$ cat src/hw/rtl/ofrt_pkg.sv
package ofrt_pkg;

  localparam int TableEntries = 16;
  localparam int SectorCount  = 1024;
  localparam int CountBits    = 8;
  localparam int QueueDepth   = 2;

  localparam int SlotW      = $clog2(TableEntries);
  localparam int SectorW    = 10;
  localparam int SlotFieldW = 4;
  localparam int QPtrW      = $clog2(QueueDepth);
  localparam int QCntW      = $clog2(QueueDepth + 1);

  typedef enum logic [1:0] {
    KIND_OPEN   = 2'd0,
    KIND_CLOSE  = 2'd1,
    KIND_REMOVE = 2'd2,
    KIND_NONE   = 2'd3
  } kind_e;

  typedef enum logic [2:0] {
    ST_OK        = 3'd0,
    ST_PENDING   = 3'd1,
    ST_FULL      = 3'd2,
    ST_NOT_OPEN  = 3'd3,
    ST_SATURATED = 3'd4
  } status_e;

  // classified request as it travels from front to back
  typedef enum logic [2:0] {
    OP_NOP    = 3'd0,
    OP_BAD    = 3'd1,
    OP_OPEN   = 3'd2,
    OP_CLOSE  = 3'd3,
    OP_REMOVE = 3'd4
  } op_e;

  typedef struct packed {
    op_e                op;
    logic [SectorW-1:0] sector;
  } req_t;

  typedef enum logic [1:0] {
    BS_IDLE = 2'd0,
    BS_SCAN = 2'd1,
    BS_EXEC = 2'd2
  } back_state_e;

endpackage

$ cat src/hw/rtl/ofrt_front.sv
module ofrt_front (
  input  logic [1:0]                  kind_i,
  input  logic [ofrt_pkg::SectorW-1:0] sector_i,
  output ofrt_pkg::req_t              req_o
);

  logic in_range;

  // sector count may exceed the field range, so compare at 17 bits, wider than the 10-bit field
  assign in_range = {7'b0, sector_i} < 17'(ofrt_pkg::SectorCount);

  always_comb begin
    req_o.sector = sector_i;
    case (kind_i)
      ofrt_pkg::KIND_OPEN:   req_o.op = in_range ? ofrt_pkg::OP_OPEN   : ofrt_pkg::OP_BAD;
      ofrt_pkg::KIND_CLOSE:  req_o.op = in_range ? ofrt_pkg::OP_CLOSE  : ofrt_pkg::OP_BAD;
      ofrt_pkg::KIND_REMOVE: req_o.op = in_range ? ofrt_pkg::OP_REMOVE : ofrt_pkg::OP_BAD;
      default:               req_o.op = ofrt_pkg::OP_NOP;
    endcase
  end

endmodule

$ cat src/hw/rtl/ofrt_queue.sv
module ofrt_queue (
  input  logic           clk_i,
  input  logic           rst_ni,
  input  logic           push_i,
  input  ofrt_pkg::req_t push_req_i,
  output logic           full_o,
  input  logic           pop_i,
  output logic           empty_o,
  output ofrt_pkg::req_t pop_req_o
);

  ofrt_pkg::req_t                 mem_q [ofrt_pkg::QueueDepth];
  logic [ofrt_pkg::QPtrW-1:0]     wr_ptr_q, rd_ptr_q;
  logic [ofrt_pkg::QCntW-1:0]     cnt_q;

  assign full_o    = cnt_q == ofrt_pkg::QCntW'(ofrt_pkg::QueueDepth);
  assign empty_o   = cnt_q == '0;
  assign pop_req_o = mem_q[rd_ptr_q];

  always_ff @(posedge clk_i or negedge rst_ni) begin
    if (!rst_ni) begin
      wr_ptr_q <= '0;
      rd_ptr_q <= '0;
      cnt_q    <= '0;
    end else begin
      if (push_i) begin
        wr_ptr_q <= (wr_ptr_q == ofrt_pkg::QPtrW'(ofrt_pkg::QueueDepth - 1)) ?
                    '0 : wr_ptr_q + 1'b1;
      end
      if (pop_i) begin
        rd_ptr_q <= (rd_ptr_q == ofrt_pkg::QPtrW'(ofrt_pkg::QueueDepth - 1)) ?
                    '0 : rd_ptr_q + 1'b1;
      end
      if (push_i && !pop_i) begin
        cnt_q <= cnt_q + 1'b1;
      end else if (pop_i && !push_i) begin
        cnt_q <= cnt_q - 1'b1;
      end
    end
  end

  always_ff @(posedge clk_i) begin
    if (push_i) begin
      mem_q[wr_ptr_q] <= push_req_i;
    end
  end

endmodule

$ cat src/hw/rtl/ofrt_back.sv
module ofrt_back (
  input  logic                           clk_i,
  input  logic                           rst_ni,
  input  logic                           empty_i,
  input  ofrt_pkg::req_t                 req_i,
  output logic                           pop_o,
  output logic                           done_o,
  output logic [2:0]                     status_o,
  output logic [ofrt_pkg::SlotFieldW-1:0] slot_o,
  output logic                           remove_now_o
);

  localparam logic [ofrt_pkg::CountBits-1:0] MaxCount = '1;
  localparam logic [ofrt_pkg::CountBits-1:0] OneCount = ofrt_pkg::CountBits'(1);
  localparam logic [ofrt_pkg::SlotW-1:0]     LastIdx  = ofrt_pkg::SlotW'(ofrt_pkg::TableEntries - 1);

  ofrt_pkg::back_state_e state_q, state_d;

  logic [ofrt_pkg::TableEntries-1:0] valid_q;
  logic [ofrt_pkg::SectorW-1:0]      sector_mem [ofrt_pkg::TableEntries];
  logic [ofrt_pkg::CountBits-1:0]    count_mem  [ofrt_pkg::TableEntries];
  logic                              pend_mem   [ofrt_pkg::TableEntries];

  ofrt_pkg::req_t               cur_q;
  logic [ofrt_pkg::SlotW-1:0]   idx_q;
  logic                         hit_q, free_q;
  logic [ofrt_pkg::SlotW-1:0]   hit_idx_q, free_idx_q;
  logic [ofrt_pkg::CountBits-1:0] hit_cnt_q;
  logic                         hit_pend_q;

  logic                         done_q, rm_q;
  ofrt_pkg::status_e            status_q;
  logic [ofrt_pkg::SlotFieldW-1:0] slot_q;

  // execute-cycle results and write-back controls
  ofrt_pkg::status_e              res_status;
  logic [ofrt_pkg::SlotW-1:0]     res_slot;
  logic                           res_rm;
  logic [ofrt_pkg::SlotW-1:0]     wr_idx;
  logic                           wr_valid_en, wr_valid_val;
  logic                           wr_sector_en;
  logic                           wr_count_en;
  logic [ofrt_pkg::CountBits-1:0] wr_count_val;
  logic                           wr_pend_en, wr_pend_val;
  logic                           needs_scan;

  assign needs_scan = req_i.op == ofrt_pkg::OP_OPEN || req_i.op == ofrt_pkg::OP_CLOSE ||
                      req_i.op == ofrt_pkg::OP_REMOVE;

  always_comb begin
    state_d = state_q;
    case (state_q)
      ofrt_pkg::BS_IDLE: begin
        if (!empty_i) begin
          state_d = needs_scan ? ofrt_pkg::BS_SCAN : ofrt_pkg::BS_EXEC;
        end
      end
      ofrt_pkg::BS_SCAN: begin
        if (idx_q == LastIdx) begin
          state_d = ofrt_pkg::BS_EXEC;
        end
      end
      ofrt_pkg::BS_EXEC: state_d = ofrt_pkg::BS_IDLE;
      default:           state_d = ofrt_pkg::BS_IDLE;
    endcase
  end

  always_comb begin
    pop_o        = 1'b0;
    res_status   = ofrt_pkg::ST_OK;
    res_slot     = '0;
    res_rm       = 1'b0;
    wr_idx       = hit_idx_q;
    wr_valid_en  = 1'b0;
    wr_valid_val = 1'b0;
    wr_sector_en = 1'b0;
    wr_count_en  = 1'b0;
    wr_count_val = hit_cnt_q;
    wr_pend_en   = 1'b0;
    wr_pend_val  = 1'b0;
    case (state_q)
      ofrt_pkg::BS_IDLE: pop_o = !empty_i;
      ofrt_pkg::BS_EXEC: begin
        case (cur_q.op)
          ofrt_pkg::OP_BAD: res_status = ofrt_pkg::ST_NOT_OPEN;
          ofrt_pkg::OP_OPEN: begin
            if (hit_q) begin
              if (hit_pend_q) begin
                res_status = ofrt_pkg::ST_PENDING;
              end else if (hit_cnt_q == MaxCount) begin
                res_status = ofrt_pkg::ST_SATURATED;
              end else begin
                wr_count_en  = 1'b1;
                wr_count_val = hit_cnt_q + 1'b1;
                res_slot     = hit_idx_q;
              end
            end else if (free_q) begin
              // claim the lowest free slot
              wr_idx       = free_idx_q;
              wr_valid_en  = 1'b1;
              wr_valid_val = 1'b1;
              wr_sector_en = 1'b1;
              wr_count_en  = 1'b1;
              wr_count_val = OneCount;
              wr_pend_en   = 1'b1;
              wr_pend_val  = 1'b0;
              res_slot     = free_idx_q;
            end else begin
              res_status = ofrt_pkg::ST_FULL;
            end
          end
          ofrt_pkg::OP_CLOSE: begin
            if (!hit_q) begin
              res_status = ofrt_pkg::ST_NOT_OPEN;
            end else if (hit_cnt_q > OneCount) begin
              wr_count_en  = 1'b1;
              wr_count_val = hit_cnt_q - 1'b1;
              res_slot     = hit_idx_q;
            end else begin
              // last close: free the slot
              wr_valid_en  = 1'b1;
              wr_valid_val = 1'b0;
              res_rm       = hit_pend_q;
              res_slot     = hit_idx_q;
            end
          end
          ofrt_pkg::OP_REMOVE: begin
            if (!hit_q) begin
              res_rm = 1'b1;
            end else begin
              wr_pend_en  = 1'b1;
              wr_pend_val = 1'b1;
              res_slot    = hit_idx_q;
            end
          end
          default: res_status = ofrt_pkg::ST_OK;
        endcase
      end
      default: pop_o = 1'b0;
    endcase
  end

  always_ff @(posedge clk_i or negedge rst_ni) begin
    if (!rst_ni) begin
      state_q <= ofrt_pkg::BS_IDLE;
      valid_q <= '0;
      done_q  <= 1'b0;
    end else begin
      state_q <= state_d;
      done_q  <= state_q == ofrt_pkg::BS_EXEC;
      if (wr_valid_en) begin
        valid_q[wr_idx] <= wr_valid_val;
      end
    end
  end

  always_ff @(posedge clk_i) begin
    if (wr_sector_en) begin
      sector_mem[wr_idx] <= cur_q.sector;
    end
    if (wr_count_en) begin
      count_mem[wr_idx] <= wr_count_val;
    end
    if (wr_pend_en) begin
      pend_mem[wr_idx] <= wr_pend_val;
    end
  end

  // scan one entry per cycle for a sector match and the lowest free slot
  always_ff @(posedge clk_i) begin
    if (pop_o) begin
      cur_q  <= req_i;
      idx_q  <= '0;
      hit_q  <= 1'b0;
      free_q <= 1'b0;
    end else if (state_q == ofrt_pkg::BS_SCAN) begin
      idx_q <= idx_q + 1'b1;
      if (valid_q[idx_q] && sector_mem[idx_q] == cur_q.sector) begin
        hit_q      <= 1'b1;
        hit_idx_q  <= idx_q;
        hit_cnt_q  <= count_mem[idx_q];
        hit_pend_q <= pend_mem[idx_q];
      end
      if (!valid_q[idx_q] && !free_q) begin
        free_q     <= 1'b1;
        free_idx_q <= idx_q;
      end
    end
    if (state_q == ofrt_pkg::BS_EXEC) begin
      status_q <= res_status;
      slot_q   <= ofrt_pkg::SlotFieldW'(res_slot);
      rm_q     <= res_rm;
    end
  end

  assign done_o       = done_q;
  assign status_o     = status_q;
  assign slot_o       = slot_q;
  assign remove_now_o = rm_q;

endmodule

$ cat src/hw/rtl/open_file_refcount_table.sv
// Open file table with reference counts, keyed by the disk sector of the file header.
// Request channel: drive kind_i and sector_i with start_i high; the word is taken at
// the rising edge where start_i is high and busy_o is low. kind 0 opens, 1 closes,
// 2 requests removal, 3 does nothing.
// Result channel: done_o is high for exactly one cycle with status_o, slot_o and
// remove_now_o; the receiver must take it then, there is no back pressure.
// Every request gives exactly one result, in request order.
// Flow for open, close and remove with the back end idle: a dispatch state that pops the
// queue, a scan of every table entry, an execute state, then an output register; invalid
// sectors and kind 3 skip the scan.
// The back end handles one request at a time and scans one table entry per cycle. A
// two-word queue in front lets new requests be accepted while the back end scans;
// busy_o rises when it is full.
// Reset empties the table and the queue; no clearing pass is needed.
module open_file_refcount_table (
  input  logic                            clk_i,
  input  logic                            rst_ni,
  input  logic                            start_i,
  output logic                            busy_o,
  input  logic [1:0]                      kind_i,
  input  logic [ofrt_pkg::SectorW-1:0]    sector_i,
  output logic                            done_o,
  output logic [2:0]                      status_o,
  output logic [ofrt_pkg::SlotFieldW-1:0] slot_o,
  output logic                            remove_now_o
);

  ofrt_pkg::req_t front_req, back_req;
  logic           q_full, q_empty, q_pop, q_push;

  assign busy_o = q_full;
  assign q_push = start_i && !q_full;

  ofrt_front u_front (
    .kind_i   (kind_i),
    .sector_i (sector_i),
    .req_o    (front_req)
  );

  ofrt_queue u_queue (
    .clk_i      (clk_i),
    .rst_ni     (rst_ni),
    .push_i     (q_push),
    .push_req_i (front_req),
    .full_o     (q_full),
    .pop_i      (q_pop),
    .empty_o    (q_empty),
    .pop_req_o  (back_req)
  );

  ofrt_back u_back (
    .clk_i        (clk_i),
    .rst_ni       (rst_ni),
    .empty_i      (q_empty),
    .req_i        (back_req),
    .pop_o        (q_pop),
    .done_o       (done_o),
    .status_o     (status_o),
    .slot_o       (slot_o),
    .remove_now_o (remove_now_o)
  );

endmodule

$ cat config.mk
export PLATFORM = sky130hd
export DESIGN_NAME = open_file_refcount_table
export DESIGN_NICKNAME = d
export VERILOG_FILES = /design/src/hw/rtl/ofrt_pkg.sv /design/src/hw/rtl/ofrt_front.sv /design/src/hw/rtl/ofrt_queue.sv /design/src/hw/rtl/ofrt_back.sv /design/src/hw/rtl/open_file_refcount_table.sv
export SDC_FILE = /design/constraint.sdc
export NUM_CORES = 1
export LEC_CHECK = 0
export BUFFER_PORTS_ARGS = -buffer_cell sky130_fd_sc_hd__buf_2
export CAP_MARGIN = 20
export CORE_MARGIN = 2
export CORE_UTILIZATION = 35
export CTS_BUF_LIST = sky130_fd_sc_hd__clkbuf_4 sky130_fd_sc_hd__clkbuf_8 sky130_fd_sc_hd__clkbuf_16
export DETAILED_ROUTE_END_ITERATION = 8
export PLACE_DENSITY = 0.52
export SYNTH_ARGS = -nofsm -noshare
export SYNTH_HDL_FRONTEND = slang
export SYNTH_HIERARCHICAL = 1
export SYNTH_SLANG_ARGS = --single-unit
$ cat constraint.sdc
create_clock -name clk_i -period 3.2 [get_ports clk_i]
set_input_delay 0.48 -clock clk_i [delete_from_list [all_inputs] [get_ports clk_i]]
set_output_delay 0.48 -clock clk_i [all_outputs]
set_load 0.01 [all_outputs]
==> metrics <==
Setup crit end kind=flip-flop; largest area contributor in the netlist=edfxtp_1; Ys Warns=6; HP Class=input port to flip-flop; EDFF count, synth=368; global route overflow=0; Std-Cell Rows=79; diodes inserted=0; total vias in the final route=8475; most frequent cells in the layout=edfxtp_1, mux4_2, nor2_1, buf_4; Slew @ Worst Pin=0.906 ns; commonest non-fill, non-tap cell in the layout=edfxtp_1; # fillers=4149; Via density=5.17; status=completed; Post-Syn Area=16500 um^2; Final Hold Fails=0; Critical Path Start Type=flip-flop; Worst-path clk slew=0.06 ns; Tcrit/Tclk final=0.908; post-layout min period=2.91 ns; TritonCTS Buffers=41; post-synthesis sequential area ratio=0.716; Syn Nets=932; Pre-antenna DRT Iters=5; placed wire-length estimate=23100 um; syn_area_per_cell=18.1 um^2; initial antenna violation count=0; Cell Pwr Density=760 nW/um^2; Max VDD drop=0.353 mV; Core Area=46600 um^2; post-synthesis cell count=912; TritonCTS clock tree=built; crit-path max FO=13; synth unique cells=61; relative slew slack=0.393; maximum number of pins on one net before global-route repair=38; Crit Path Class=flip-flop to flip-flop; Ports=25; Critical Path AT=3.15 ns; HP Start=sector_i[6]; area growth from synthesis to layout=15.9%; setup_tns=0 ns; Final #Nets=1020; die width=221 um; Tot GR Track Use=0.148; WP data required=3.44 ns; die area=48900 um^2; RD Place Congestion=0.747; DRT antenna net count=0; Synth top area share=0.669; maximum clock path buffer count=3; layout cells sized above 1=0.292; static leakage=6.29 nW; Async SR Flop Fraction=0.0574; H-tree depth=2; global-route wire length before repair=55000 um; hold_ws=0.132 ns; WL per Instance=22.1 um; fmax=344 MHz; IO Port Bufs=24; Initial Util=0.355; setup bufs post-CTS=0; CTS root buffer=clkbuf_16; vias in the first global route=8559; top_reg_cell synth=edfxtp_1; initial drt markers=682; dominant cells by area after synthesis=edfxtp_1, mux4_2, dfrtp_1, mux2i_1, nor2_1; Die Y=221 um; pins over their slew limit=0; # resized after CTS=0; final WL=36200 um; DRC violations left=0; maxcap violations=0; synthesis-stage register bit count=401; final setup fails=0; Setup Skew=0.0136 ns; Clock Latency Late Sink=0.54 ns; unrepaired setup endpoints after global routing=no; Clock Sinks=401
worst max-delay path, cell delays in order (launching register included):
cell and delay [ns]:
dfxtp_2 0.44, buf_4 0.21, mux4_2 0.50, mux4_2 0.49, xnor2_1 0.33, and3_1 0.22
nor4b_4 0.23, buf_12 0.19
path summary, 6_finish.rpt:
| check | end | slack [ns] | cells after the start |
|---|---|---|---|
| min in group asynchronous | u_queue/wr_ptr_q | 0.47 | 2 |
| max in group asynchronous | u_back/state_q[1] | 2.34 | 2 |
| worst min register to register | u_queue/wr_ptr_q | 0.48 | 1 |
| worst max-delay path | u_back/hit_cnt_q[4] | 0.29 | 7 |
| worst min-delay path | u_queue/mem_q[1][6] | 0.13 | 1 |
| worst max register to register | u_back/hit_cnt_q[4] | 0.29 | 7 |
report_power, final:
part	leakage [nW]	internal, mW	switching, mW
logic	1.83	1.23	1.45
clock network	0.699	2.94	1.95
registers	3.76	6.48	0.492
total	6.29	10.7	3.89
routing by layer:
| metal | vias to the layer above | part of all wire | global-route usage |
|---|---|---|---|
| li1 | 3794 | - | - |
| met1 | 4426 | 0.49 | 0.230 |
| met2 | 208 | 0.45 | 0.219 |
| met3 | 47 | 0.047 | 0.0210 |
| met4 | 0 | 0.018 | 0.0379 |
| met5 | - | 0 | 0 |
logic make-up after synthesis:
| kind of cell | after synthesis | share of synthesized area |
|---|---|---|
| AO/OA/AOI/OAI | 94 | 0.0344 |
| XOR/XNOR | 23 | 0.0127 |
| adder cells (fa/ha/maj) | 5 | 0.00379 |
| buffers and inverters | 61 | 0.0192 |
| flip-flops | 401 | 0.716 |
| multiplexers | 136 | 0.154 |
| AND/OR/NAND/NOR | 192 | 0.0600 |
sequential cells by signal, indices dropped and copies added (netlist names), named ones only:
register / flops
u_back/hit_pend_q: 1
u_back/done_o: 1
u_back/sector_mem: 160
u_back/count_mem: 128
u_back/idx_q: 4
u_queue/rd_ptr_q: 1
u_back/status_o: 3
u_back/hit_idx_q: 4
u_queue/cnt_q: 2
u_queue/mem_q: 26
u_back/state_q: 2
u_back/free_q: 1
u_back/valid_q: 16
u_back/free_idx_q: 4
u_back/hit_cnt_q: 8
u_back/cur_q: 13
u_back/pend_mem: 16
u_back/remove_now_o: 1
u_back/hit_q: 1
u_back/slot_o: 4
u_queue/wr_ptr_q: 1
through the flow:
stage | area, um^2 | utilization | power (mW) | setup slack, ns | cells
2_1_floorplan | 16500 | - | 8.78 | 0.381 | 912
3_3_place_gp | 17700 | 0.381 | 9.77 | 0.357 | 1562
3_5_place_dp | 17700 | 0.381 | 9.80 | 0.330 | 1563
4_1_cts | 19100 | 0.411 | 14.7 | 0.308 | 1639
5_1_grt | 19100 | 0.411 | 15.2 | 0.196 | 1639
6_report | 19100 | 0.411 | 14.5 | 0.294 | 1639
area by class of cell:
type / instances / area, um^2 / area share
Clock buffer: 57 / 1190 / 0.0624
Timing Repair Buffer: 97 / 746 / 0.0389
Tap cell: 607 / 759 / 0.0397
Multi-Input combinational cell: 450 / 4380 / 0.229
Clock inverter: 18 / 203 / 0.0106
Inverter: 9 / 33.8 / 0.00176
Sequential cell: 401 / 11800 / 0.618
synth_stat cells, drive strengths merged (5+ instances only):
master    n
nor2b    18
edfxtp  368
inv       8
nand3     5
mux2     13
o21ai    44
mux2i    31
xnor2    14
nand2    31
nor2     77
or2      16
dfrtp    23
clkbuf   21
a21oi    18
nor3     11
and3      5
nand4     5
dfxtp    10
buf      31
o31ai     9
mux4     92
ha        5
xor2      9
what timing repair did:
action,in CTS,in global routing
setup endpoints to repair,0,0
endpoints found under the hold margin,23,0
hold buffers,1,0
Power figures use the tool's default switching activity.
